`config.mk`:
```
export PLATFORM = sky130hd
export DESIGN_NAME = aux_tag_stream_filter_core
export DESIGN_NICKNAME = d
export VERILOG_FILES = /design/src/rtl/core/atsf_pkg.sv /design/src/rtl/core/atsf_parser.sv /design/src/rtl/core/atsf_result_fifo.sv /design/src/rtl/core/aux_tag_stream_filter_core.sv
export SDC_FILE = /design/constraint.sdc
export NUM_CORES = 1
export LEC_CHECK = 0
export ABC_AREA = 0
export BUFFER_PORTS_ARGS = -buffer_cell sky130_fd_sc_hd__buf_2
export CORE_ASPECT_RATIO = 0.7
export CORE_MARGIN = 2
export CORE_UTILIZATION = 45
export DETAILED_ROUTE_END_ITERATION = 6
export GPL_TIMING_DRIVEN = 0
export PLACE_DENSITY_LB_ADDON = 0.1
export REMOVE_ABC_BUFFERS = 1
export SYNTH_ARGS = -nofsm -noshare
export SYNTH_HDL_FRONTEND = slang
export SYNTH_HIERARCHICAL = 1
export SYNTH_SLANG_ARGS = --single-unit
```
`constraint.sdc`:
```
create_clock -name clk -period 14 [get_ports clk]
set_clock_uncertainty 0.2 [all_clocks]
set_input_delay 2.8 -clock clk [delete_from_list [all_inputs] [get_ports clk]]
set_output_delay 2.8 -clock clk [all_outputs]
set_load 0.02 [all_outputs]
```
`src/rtl/core/atsf_pkg.sv`:
```
package atsf_pkg;

  // Parse phases of one tag field.
  typedef enum logic [2:0] {
    PH_TAG0,
    PH_TAG1,
    PH_TYPE,
    PH_FIXED,
    PH_STRING,
    PH_SUBTYPE,
    PH_COUNT
  } phase_t;

  // Status codes.
  localparam logic [1:0] ST_OK       = 2'd0;
  localparam logic [1:0] ST_TRUNC    = 2'd1;
  localparam logic [1:0] ST_BAD_TYPE = 2'd2;
  localparam logic [1:0] ST_BAD_SUB  = 2'd3;

  // Character codes used by the parser.
  localparam logic [7:0] CH_UP_M = 8'h4D;  // M
  localparam logic [7:0] CH_UP_Q = 8'h51;  // Q
  localparam logic [7:0] CH_UP_C = 8'h43;  // C
  localparam logic [7:0] CH_LO_M = 8'h6D;  // m
  localparam logic [7:0] CH_LO_S = 8'h73;  // s
  localparam logic [7:0] CH_UP_Z = 8'h5A;  // Z
  localparam logic [7:0] CH_UP_H = 8'h48;  // H
  localparam logic [7:0] CH_UP_B = 8'h42;  // B
  localparam logic [7:0] CH_LO_D = 8'h64;  // d
  localparam logic [7:0] CH_LO_I = 8'h69;  // i
  localparam logic [7:0] CH_LO_F = 8'h66;  // f
  localparam logic [7:0] CH_UP_A = 8'h41;  // A
  localparam logic [7:0] CH_LO_C = 8'h63;  // c
  localparam logic [7:0] CH_UP_S = 8'h53;  // S
  localparam logic [7:0] CH_UP_I = 8'h49;  // I
  localparam logic [7:0] CH_NUL  = 8'h00;

  // Result queue geometry.
  localparam int RQ_DEPTH = 4;
  localparam int RQ_PTR_W = $clog2(RQ_DEPTH);
  localparam int RQ_CNT_W = $clog2(RQ_DEPTH + 1);

  typedef struct packed {
    logic        byte_valid;
    logic [7:0]  data;
    logic        run_last;
    logic        record_done;
    logic [1:0]  status;
    logic [31:0] kept_length;
  } result_t;

  // Up to two results written to the queue per accepted request.
  typedef struct packed {
    logic [1:0] cnt;
    result_t    res0;
    result_t    res1;
  } rq_push_t;

  // Element width in bytes of an array subtype; zero for an unknown code.
  function automatic logic [3:0] elem_width(input logic [7:0] c);
    logic [3:0] w;
    w = 4'd0;
    case (c)
      CH_LO_C, CH_UP_C:          w = 4'd1;
      CH_LO_S, CH_UP_S:          w = 4'd2;
      CH_LO_I, CH_UP_I, CH_LO_F: w = 4'd4;
      CH_LO_D:                   w = 4'd8;
      default:                   w = 4'd0;
    endcase
    return w;
  endfunction

endpackage

```
`src/rtl/core/atsf_parser.sv`:
```
module atsf_parser
  import atsf_pkg::*;
(
  input  logic     clk,
  input  logic     rst_n,
  input  logic     acc,
  input  logic [7:0] aux_byte,
  input  logic     region_end,
  input  logic     drop_mq,
  input  logic     drop_mc,
  input  logic     drop_ms,
  output rq_push_t push
);

  phase_t       phase_r, phase_nxt;
  logic [7:0]   held_r, held_nxt;
  logic         dropped_r, dropped_nxt;
  logic [3:0]   aw_r, aw_nxt;
  logic [1:0]   cbs_r, cbs_nxt;
  logic [31:0]  ac_r, ac_nxt;
  logic [34:0]  pl_r, pl_nxt;
  logic [1:0]   err_r, err_nxt;
  logic [31:0]  kept_r, kept_nxt;

  logic         emit_a, emit_b, drop_new;
  logic [7:0]   data_a;
  logic [1:0]   err_step;
  logic [31:0]  ac_new, kept_a, kept_b;
  logic [34:0]  pl_dec, pl_arr;
  logic [3:0]   type_w;
  logic         is_str, is_arr;

  function automatic logic [31:0] sat_inc(input logic [31:0] k);
    return (k == 32'hFFFF_FFFF) ? k : k + 32'd1;
  endfunction

  always_ff @(posedge clk) begin
    if (!rst_n) begin
      phase_r   <= PH_TAG0;
      held_r    <= 8'd0;
      dropped_r <= 1'b0;
      aw_r      <= 4'd0;
      cbs_r     <= 2'd0;
      ac_r      <= 32'd0;
      pl_r      <= 35'd0;
      err_r     <= ST_OK;
      kept_r    <= 32'd0;
    end else if (acc) begin
      phase_r   <= phase_nxt;
      held_r    <= held_nxt;
      dropped_r <= dropped_nxt;
      aw_r      <= aw_nxt;
      cbs_r     <= cbs_nxt;
      ac_r      <= ac_nxt;
      pl_r      <= pl_nxt;
      err_r     <= err_nxt;
      kept_r    <= kept_nxt;
    end
  end

  always_comb begin
    phase_nxt   = phase_r;
    held_nxt    = held_r;
    dropped_nxt = dropped_r;
    aw_nxt      = aw_r;
    cbs_nxt     = cbs_r;
    ac_nxt      = ac_r;
    pl_nxt      = pl_r;
    err_step    = err_r;
    emit_a      = 1'b0;
    emit_b      = 1'b0;
    data_a      = aux_byte;
    drop_new    = dropped_r;

    ac_new = ac_r | ({24'd0, aux_byte} << {cbs_r, 3'b000});
    pl_dec = (pl_r != 35'd0) ? pl_r - 35'd1 : pl_r;
    case (aw_r)
      4'd1:    pl_arr = {3'd0, ac_new};
      4'd2:    pl_arr = {2'd0, ac_new, 1'b0};
      4'd4:    pl_arr = {1'd0, ac_new, 2'b00};
      4'd8:    pl_arr = {ac_new, 3'b000};
      default: pl_arr = 35'd0;
    endcase
    type_w = (aux_byte == CH_UP_A) ? 4'd1 : elem_width(aux_byte);
    is_str = (aux_byte == CH_UP_Z) || (aux_byte == CH_UP_H);
    is_arr = (aux_byte == CH_UP_B);

    if (err_r == ST_OK) begin
      unique case (phase_r)
        PH_TAG1: begin
          if (region_end) begin
            err_step = ST_TRUNC;
          end else begin
            drop_new = (drop_mq && held_r == CH_UP_M && aux_byte == CH_UP_Q) ||
                       (drop_mc && held_r == CH_UP_M && aux_byte == CH_UP_C) ||
                       (drop_ms && held_r == CH_LO_M && aux_byte == CH_LO_S);
            dropped_nxt = drop_new;
            emit_a      = !drop_new;
            emit_b      = !drop_new;
            data_a      = held_r;
            phase_nxt   = PH_TYPE;
          end
        end
        PH_TYPE: begin
          if (type_w == 4'd0 && !is_str && !is_arr) begin
            err_step = ST_BAD_TYPE;
          end else if (region_end) begin
            err_step = ST_TRUNC;
          end else begin
            emit_a = !dropped_r;
            if (is_str) begin
              phase_nxt = PH_STRING;
            end else if (is_arr) begin
              phase_nxt = PH_SUBTYPE;
            end else begin
              pl_nxt    = {31'd0, type_w};
              phase_nxt = PH_FIXED;
            end
          end
        end
        PH_FIXED: begin
          pl_nxt = pl_dec;
          if (region_end && pl_dec != 35'd0) begin
            err_step = ST_TRUNC;
          end else begin
            emit_a = !dropped_r;
            if (pl_dec == 35'd0) begin
              phase_nxt = PH_TAG0;
            end
          end
        end
        PH_STRING: begin
          if (region_end && aux_byte != CH_NUL) begin
            err_step = ST_TRUNC;
          end else begin
            emit_a = !dropped_r;
            if (aux_byte == CH_NUL) begin
              phase_nxt = PH_TAG0;
            end
          end
        end
        PH_SUBTYPE: begin
          if (region_end) begin
            err_step = ST_TRUNC;
          end else begin
            aw_nxt    = elem_width(aux_byte);
            cbs_nxt   = 2'd0;
            ac_nxt    = 32'd0;
            emit_a    = !dropped_r;
            phase_nxt = PH_COUNT;
          end
        end
        PH_COUNT: begin
          ac_nxt = ac_new;
          if (cbs_r != 2'd3) begin
            if (region_end) begin
              err_step = ST_TRUNC;
            end else begin
              cbs_nxt = cbs_r + 2'd1;
              emit_a  = !dropped_r;
            end
          end else if (aw_r == 4'd0) begin
            err_step = ST_BAD_SUB;
          end else begin
            pl_nxt = pl_arr;
            if (pl_arr == 35'd0) begin
              emit_a    = !dropped_r;
              phase_nxt = PH_TAG0;
            end else if (region_end) begin
              err_step = ST_TRUNC;
            end else begin
              emit_a    = !dropped_r;
              phase_nxt = PH_FIXED;
            end
          end
        end
        default: begin
          if (region_end) begin
            err_step = ST_TRUNC;
          end else begin
            held_nxt  = aux_byte;
            phase_nxt = PH_TAG1;
          end
        end
      endcase
    end

    kept_a = sat_inc(kept_r);
    kept_b = sat_inc(kept_a);

    // First slot: a kept byte, or the closing marker when nothing was kept.
    push.res0.byte_valid  = emit_a;
    push.res0.data        = emit_a ? data_a : 8'd0;
    push.res0.run_last    = !emit_b;
    push.res0.record_done = region_end && !emit_b;
    push.res0.status      = (region_end && !emit_b) ? err_step : err_r;
    push.res0.kept_length = emit_a ? kept_a : kept_r;

    push.res1.byte_valid  = 1'b1;
    push.res1.data        = aux_byte;
    push.res1.run_last    = 1'b1;
    push.res1.record_done = region_end;
    push.res1.status      = region_end ? err_step : err_r;
    push.res1.kept_length = kept_b;

    if (!acc) begin
      push.cnt = 2'd0;
    end else if (emit_b) begin
      push.cnt = 2'd2;
    end else if (emit_a || region_end) begin
      push.cnt = 2'd1;
    end else begin
      push.cnt = 2'd0;
    end

    err_nxt  = err_step;
    kept_nxt = emit_b ? kept_b : (emit_a ? kept_a : kept_r);

    // Closing a record returns every state element to its reset value.
    if (region_end) begin
      phase_nxt   = PH_TAG0;
      held_nxt    = 8'd0;
      dropped_nxt = 1'b0;
      aw_nxt      = 4'd0;
      cbs_nxt     = 2'd0;
      ac_nxt      = 32'd0;
      pl_nxt      = 35'd0;
      err_nxt     = ST_OK;
      kept_nxt    = 32'd0;
    end
  end

endmodule

```
`src/rtl/core/atsf_result_fifo.sv`:
```
module atsf_result_fifo
  import atsf_pkg::*;
(
  input  logic     clk,
  input  logic     rst_n,
  input  rq_push_t push,
  output logic     space_ok,
  output logic     rd_valid,
  input  logic     rd_ready,
  output result_t  rd_data
);

  result_t               mem_r [RQ_DEPTH];
  logic [RQ_PTR_W-1:0]   wptr_r, wptr_nxt, rptr_r, rptr_nxt;
  logic [RQ_CNT_W-1:0]   count_r, count_nxt;
  logic                  pop;

  assign rd_valid = (count_r != '0);
  assign rd_data  = mem_r[rptr_r];
  assign pop      = rd_valid && rd_ready;
  assign space_ok = (count_r <= RQ_CNT_W'(RQ_DEPTH - 2));

  always_comb begin
    wptr_nxt  = wptr_r + RQ_PTR_W'(push.cnt);
    rptr_nxt  = rptr_r + RQ_PTR_W'(pop);
    count_nxt = count_r + RQ_CNT_W'(push.cnt) - RQ_CNT_W'(pop);
  end

  always_ff @(posedge clk) begin
    if (!rst_n) begin
      wptr_r  <= '0;
      rptr_r  <= '0;
      count_r <= '0;
    end else begin
      wptr_r  <= wptr_nxt;
      rptr_r  <= rptr_nxt;
      count_r <= count_nxt;
    end
  end

  always_ff @(posedge clk) begin
    if (push.cnt != 2'd0) begin
      mem_r[wptr_r] <= push.res0;
    end
    if (push.cnt == 2'd2) begin
      mem_r[wptr_r + RQ_PTR_W'(1)] <= push.res1;
    end
  end

endmodule

```
`src/rtl/core/aux_tag_stream_filter_core.sv`:
```
// Auxiliary tag stream filter.
// Input channel (in_valid/in_ready): one byte of a record's auxiliary-tag
// region per request, with in_region_end on the record's last byte and the
// three drop flags, which are sampled at the second tag byte of each field.
// Result channel (out_valid/out_ready): zero, one or two results per request,
// each carrying a kept byte or a closing marker, the run-last and record-done
// flags, the status and the saturating kept length of the record so far.
// The input takes one byte per cycle while the result queue has room; a
// second tag byte of a kept field gives two results. The parser works
// straight off the accepted byte and writes into a four-entry result
// queue, which registers them; in_ready is high while the queue has room
// for two results, so the input keeps flowing while the receiver takes
// results and stalls only when more than two results wait.
// A stalled receiver simply holds the head result; nothing is lost.
// Reset clears the parse state and empties the queue; no result is pending
// after reset and the first byte starts a new record.
module aux_tag_stream_filter_core
  import atsf_pkg::*;
(
  input  logic        clk,
  input  logic        rst_n,
  input  logic        in_valid,
  output logic        in_ready,
  input  logic [7:0]  in_aux_byte,
  input  logic        in_region_end,
  input  logic        in_drop_mate_quality,
  input  logic        in_drop_mate_cigar,
  input  logic        in_drop_mate_score,
  output logic        out_valid,
  input  logic        out_ready,
  output logic        out_byte_valid,
  output logic [7:0]  out_data,
  output logic        out_run_last,
  output logic        out_record_done,
  output logic [1:0]  out_status,
  output logic [31:0] out_kept_length
);

  rq_push_t push;
  result_t  head;
  logic     space_ok;
  logic     acc;

  // A request is taken whenever the queue can absorb its worst case.
  assign in_ready = space_ok;
  assign acc      = in_valid && space_ok;

  atsf_parser u_parser (
    .clk        (clk),
    .rst_n      (rst_n),
    .acc        (acc),
    .aux_byte   (in_aux_byte),
    .region_end (in_region_end),
    .drop_mq    (in_drop_mate_quality),
    .drop_mc    (in_drop_mate_cigar),
    .drop_ms    (in_drop_mate_score),
    .push       (push)
  );

  atsf_result_fifo u_fifo (
    .clk      (clk),
    .rst_n    (rst_n),
    .push     (push),
    .space_ok (space_ok),
    .rd_valid (out_valid),
    .rd_ready (out_ready),
    .rd_data  (head)
  );

  // The queue head drives the result ports directly.
  assign out_byte_valid  = head.byte_valid;
  assign out_data        = head.data;
  assign out_run_last    = head.run_last;
  assign out_record_done = head.record_done;
  assign out_status      = head.status;
  assign out_kept_length = head.kept_length;

endmodule

```
After elaboration in Yosys (flattened, before gate mapping). Memory sizes are Yosys's and may differ from the RTL's. A register that Yosys moved wholly into a read port is not among the register bits. Cells that the tools add are included. W data, S select, Z words.

Register bits: 126. RAM bits: 180. Input bits: 16. Output and inout bits: 47. Logic and storage cells: 196. Memories: 1.

Memories: u_fifo.mem_r (depth 4, width 45, read ports 1, clocked after Yosys merged registers in 1, wr ports 2, RTL line atsf_result_fifo.sv:13) `result_t mem_r [RQ_DEPTH];`.

$add $sub $neg: 9. Order comparisons: 1. Equality and inequality tests: 40. Shifts and indexed selects: 1. Multiplexer cells: 82. Bitwise gates (word level): 1. Reduce and logical (&&, ||, !) cells: 49.

Operators by type and width (count): $mux W35 (8); $mux W32 (7); $pmux W35 S4 (1); $eq A8 B7 Y1 const B (15); $pmux W35 S3 (1); $logic_not A35 Y1 (2); $reduce_bool A35 Y1 (2); $add A32 B1 Y32 const B (2); $eq A32 B32 Y1 const B (2); $pmux W32 S2 (1); $mux W8 (7); $mux W2 (18); $sub A35 B1 Y35 const B (1); $mux W3 (11); $or A32 B32 Y32 (1); $shl A8 B5 Y32 (1); $ne A3 B3 Y1 const B (7); $mux W1 (19); $pmux W3 S6 (1); $mux W4 (4); $pmux W4 S4 (1); $logic_and A1 B1 Y1 (13); $reduce_and A3 Y1 (4); $eq A3 B3 Y1 const B (3); 34 further kinds (51).

Depth between registers and ports, before layout.
Depth in word-level cells: 17. Depth in mapped cells: 16. Gate-level depth less buffers: 15.

By module. The synthesis kept the hierarchy.

By module, submodules not included: atsf_parser (instances 1, cells each 1580, area an instance 11038.1 µm², seq. area each 2382.3 µm²); atsf_result_fifo (instances 1, cells each 484, area an instance 9576.7 µm², seq. area each 5545.3 µm²); aux_tag_stream_filter_core (instances 1, cells each 1, area an instance 6.3 µm², seq. area each 0.0 µm²).

Worst setup path before layout. OpenSTA, ideal clock, no wires.

Kind: input-to-reg. Start point: input in_aux_byte[6]. End point: memory u_fifo/mem_r[2][0] (netlist name) (enable). Library setup time: 0.462 ns. Data arrival time: 7.573 ns. Required time: 13.338 ns. Slack: 5.765 ns. Stages: 12. Buffers on the path: 1. Path through: clkbuf_1 nor4b_1 nand4_1 a21oi_1 o31ai_1 nor2b_1 o21a_1 or2_1 o31ai_1 nor2_1 or3b_2 a21oi_1.

RTL lines: start: declaration (RTL line aux_tag_stream_filter_core.sv:24) `input logic [7:0] in_aux_byte,`; end: declaration (RTL line atsf_result_fifo.sv:13).

==> results_tabular.tex <==
\begin{tabular}{lr}
\hline
Metric & Value \\
\hline
\multicolumn{2}{l}{\textbf{Yosys}} \\
Proportion of register bits with asynchronous set or reset after synthesis & 0\% \\
Complex-gate fraction of the synthesized area & between 10\% and 20\% \\
Dominant combinational cell family by area after synthesis & simple AND/OR/NAND/NOR gates \\
Synth unique cells & 108 \\
Top cell type's share of synthesized area & 26.2\% \\
Sequential fraction of the synthesis area & 38.4\% \\
Portion of netlist area occupied by mux cells & 17.5\% \\
Dominant cell type by area after synthesis & sky130\_fd\_sc\_hd\_\_edfxtp\_1 \\
EDFF count, synth & 180 \\
Synthesis warning total & 6 \\
Top flip-flop cell by instance count after synthesis & sky130\_fd\_sc\_hd\_\_edfxtp\_1 \\
Cell area after synthesis & 20600 um\^{}2 \\
Synth Area in Simple Gates & 18.7\% \\
XOR/XNOR share of the synthesized area & 3.91\% \\
Cell count after synthesis & 2065 \\
Cells taking the most area after synthesis & sky130\_fd\_sc\_hd\_\_edfxtp\_1 (26\%), sky130\_fd\_sc\_hd\_\_dfxtp\_1 (12\%), sky130\_fd\_sc\_hd\_\_mux2\_4 (6.6\%), sky130\_fd\_sc\_hd\_\_mux4\_2 (4.9\%), sky130\_fd\_sc\_hd\_\_mux2\_2 (4.7\%) \\
Flops \& latches, synth & 306 \\
Adder and majority cell fraction of the synthesized area & 0.522\% \\
Avg Inst Size Synth & 9.99 um\^{}2 \\
\multicolumn{2}{l}{\textbf{Worst setup path}} \\
Data arrival, critical path & 8540 ps \\
Sort of element at the start of the critical path & primary input \\
List of cells traversed by the critical path & buf\_2, clkinv\_1, nand3\_1, o31ai\_1, nor2b\_1, o21a\_1, or2\_1, o31ai\_1, nor2\_1, nor4b\_4, buf\_8, buf\_6, buf\_8, mux2\_2 \\
CP Max Fanout & 56 \\
Maximum cell stage delay along the critical path & 1000 ps \\
Worst-path cell with the longest stage delay & sky130\_fd\_sc\_hd\_\_clkinv\_1 \\
CP bufs+invs & 5 \\
Required time at the endpoint of the critical path & 14070 ps \\
Kind of cell with the highest combined delay on the critical path & buffers and inverters \\
Worst Path Class, Setup & primary input to flop \\
Setup crit end kind & flop \\
\multicolumn{2}{l}{\textbf{Final layout}} \\
Commonest non-fill, non-tap cell in the layout & sky130\_fd\_sc\_hd\_\_nor2\_1 \\
Area of all placed cells without fillers & 22500 um\^{}2 \\
Most used cells in the layout excluding fill and tap cells & sky130\_fd\_sc\_hd\_\_nor2\_1 (218), sky130\_fd\_sc\_hd\_\_edfxtp\_1 (180), sky130\_fd\_sc\_hd\_\_a21oi\_1 (145), sky130\_fd\_sc\_hd\_\_dfxtp\_1 (124), sky130\_fd\_sc\_hd\_\_nand2\_1 (111) \\
Area grow syn2layout & 8.92\% \\
Final net count & 2037 \\
Fin cells & 2643 \\
Fillers & 4190 \\
Ratio of cells with drive above 1 in the final layout & 21.4\% \\
\multicolumn{2}{l}{\textbf{Die}} \\
Die extent in y & 183 um \\
Area of the placeable core & about 45000 um\^{}2 \\
Overall die area & 47600 um\^{}2 \\
Total I/O pin count & 63 \\
Die span in x & 260 um \\
Effective utilization at floorplan & approximately 46\% \\
Site row count & 65 \\
\multicolumn{2}{l}{\textbf{Clock network}} \\
Clock slew at reported path FFs & 60 ps \\
Number of setup buffers added after CTS & 0 \\
Number of buffers inserted by hold repair at cts & 0 \\
Clock Latency Late Sink & 540 ps \\
Clock root buffer & sky130\_fd\_sc\_hd\_\_clkbuf\_16 \\
Resize count post-CTS & 0 \\
CTS Buf Count & 35 \\
Maximum root-to-sink buffer count & 3 \\
Clock tree from TritonCTS & yes \\
Num Clock Sinks & 306 \\
Number of H-tree levels & 2 \\
\multicolumn{2}{l}{\textbf{Detailed routing}} \\
DRT iter0 DRCs & $\sim$1900 \\
Via count of the routed design & 17100 \\
Routed wire length & 64.1 mm \\
Detail-routed via count per cell & 6.46 \\
Iteration count of the initial detailed-routing pass & 7 \\
Remaining routing DRC violations & 2 \\
Wire per inst & 24.3 um \\
DRT antenna net count & 0 \\
\multicolumn{2}{l}{\textbf{GRT}} \\
Largest net degree at the start of global routing & 85 \\
Number of antenna violations at the first check in global routing & 1 \\
Remaining global-route overflow & 0 \\
Global-route wire length before repair & 97.2 mm \\
Via count of the first global-routing pass & 15700 \\
GRT Resource Usage Total & 26.4\% \\
\multicolumn{2}{l}{\textbf{Status}} \\
Violated checks & design-rule violations \\
Result of the run & finished, violations left \\
\multicolumn{2}{l}{\textbf{Timing}} \\
Transition time at the pin with the least slew margin & 1360 ps \\
Unrepaired setup endpoints after global routing & no \\
Fmax & 118 MHz \\
Final worst path period share & 60.6\% \\
Time the worst path needs with I/O delays and setup & about 8500 ps \\
Final number of setup-violating endpoints & 0 \\
Post-Route Setup TNS & 0 ps \\
Worst slew margin relative to its limit & 9.09\% \\
Endpoints failing hold & 0 \\
Max Transition Viols Final & 0 \\
\multicolumn{2}{l}{\textbf{Placed design}} \\
Placed Area & 21400 um\^{}2 \\
Input/output buffers & 62 \\
Placer congestion estimate & 0.972 \\
Number of instances in the placed design & 2579 \\
DP Wirelength & 44.5 mm \\
\multicolumn{2}{l}{\textbf{Worst hold path}} \\
Worst min path class & flop to flop \\
\multicolumn{2}{l}{\textbf{Power and ir drop}} \\
Leakage component of the power & 0.00787 uW \\
Peak supply drop & 0.0961 mV \\
Pwr dens & between 100 and 150 nW/um\^{}2 \\
\multicolumn{2}{l}{\textbf{Run}} \\
Max-cap viol count & 0 \\
\hline
\end{tabular}
[worst reg2reg max path: stages, from the launching register on]
cell	delay, ps
sky130_fd_sc_hd__dfxtp_1	370
sky130_fd_sc_hd__inv_1	90
sky130_fd_sc_hd__ha_1	280
sky130_fd_sc_hd__nor3b_1	610
sky130_fd_sc_hd__and4_1	610
sky130_fd_sc_hd__nand3_1	450
sky130_fd_sc_hd__a21oi_1	520
sky130_fd_sc_hd__nand3_1	180
sky130_fd_sc_hd__nor4_1	300
sky130_fd_sc_hd__and4_1	420
sky130_fd_sc_hd__o31ai_1	180
sky130_fd_sc_hd__nor2_1	790
sky130_fd_sc_hd__mux2i_1	350
sky130_fd_sc_hd__nor2b_4	790
sky130_fd_sc_hd__buf_12	300
[worst paths after layout]
path	start	to	slack [ps]	cells after the start
hold / removal	u_parser/held_r[7]$_SDFFE_PN0P_	u_parser/held_r[7]$_SDFFE_PN0P_	280	2
setup / recovery	in_region_end	u_fifo/mem_r[1][40]$_DFFE_PP_	5520	14
setup reg to reg	u_parser/pl_r[0]$_SDFFE_PN0P_	u_fifo/mem_r[3][8]$_DFFE_PP_	7170	14
hold reg to reg	u_parser/held_r[7]$_SDFFE_PN0P_	u_parser/held_r[7]$_SDFFE_PN0P_	280	2
[state kept, by name (all words and copies together), names as in the netlist]
signal and flops:
u_fifo/mem_r 180, u_parser/pl_r 35, u_parser/ac_r 32, u_parser/kept_r 32
u_parser/held_r 8, u_parser/aw_r 4, u_fifo/count_r 3, u_parser/phase_r 3
u_fifo/rptr_r 2, u_fifo/wptr_r 2, u_parser/cbs_r 2, u_parser/err_r 2
u_parser/dropped_r 1
[synthesized netlist by cell type (all sizes together) (7+ instances only)]
master,number
inv,29
o2111ai,22
or3,18
nand2,111
or2,11
o221ai,10
nand2b,10
xnor2,45
clkbuf,108
mux2i,19
a31o,10
and3b,18
nor2b,10
dfxtp,126
nand4,40
o31ai,15
nor4,36
mux2,184
nor3b,12
nor4b,9
o31a,7
a2111oi,8
xor2,41
a31oi,26
buf,70
and2,11
a211oi,12
edfxtp,180
a221o,17
nand3,46
nor2,223
ha,7
a22oi,14
o21ai,105
a32oi,8
or4,17
mux4,45
and3,20
and4,9
a21oi,148
o211ai,8
nor3,104
nand3b,9
[cells by family after synthesis]
group           after synthesis
mux                         248
fa+ha+maj                     8
xor+xnor                     88
simple gates                727
buf+inv                     209
compound gates              478
flops                       306
other cells                   1
[cell type report]
type	instances	area (um^2)	area share, %
Antenna cell	2	5.00	0.0223
Clock buffer	48	955	4.25
Clock inverter	14	134	0.596
Inverter	31	119	0.529
Multi-Input combinational cell	1551	11800	52.5
Sequential cell	306	7930	35.3
Tap cell	603	754	3.36
Timing Repair Buffer	88	763	3.40
[layer usage]
| layer | wire [um] | vias up | track usage, % |
|---|---|---|---|
| met2 | 24400 | 748 | 34.4 |
| li1 | - | 7810 | - |
| met1 | 32200 | 8435 | 43.4 |
| met5 | 0 | - | 0 |
| met3 | 6320 | 80 | 5.36 |
| met4 | 1150 | 0 | 5.70 |
[stage by stage]
stage / hold slack [ps] / setup slack, ps / power (uW) / utilization, %
finish: 277 / 5520 / 2410 / 49.8
global route: 296 / 5200 / 2500 / 49.7
CTS: 277 / 5510 / 2430 / 49.7
detailed placement: 268 / 4990 / 1530 / 47.3
global placement: 259 / 1000 / 1510 / 46.0
floorplan: 239 / 5490 / 1340 / -
[where the power goes]
group	total, uW	internal [uW]	switching [uW]	leakage, uW
logic	470	187	283	0.00463
registers	1040	998	37.3	0.00272
clock network	904	516	388	0.000519
(Power assumes the default switching activity.)
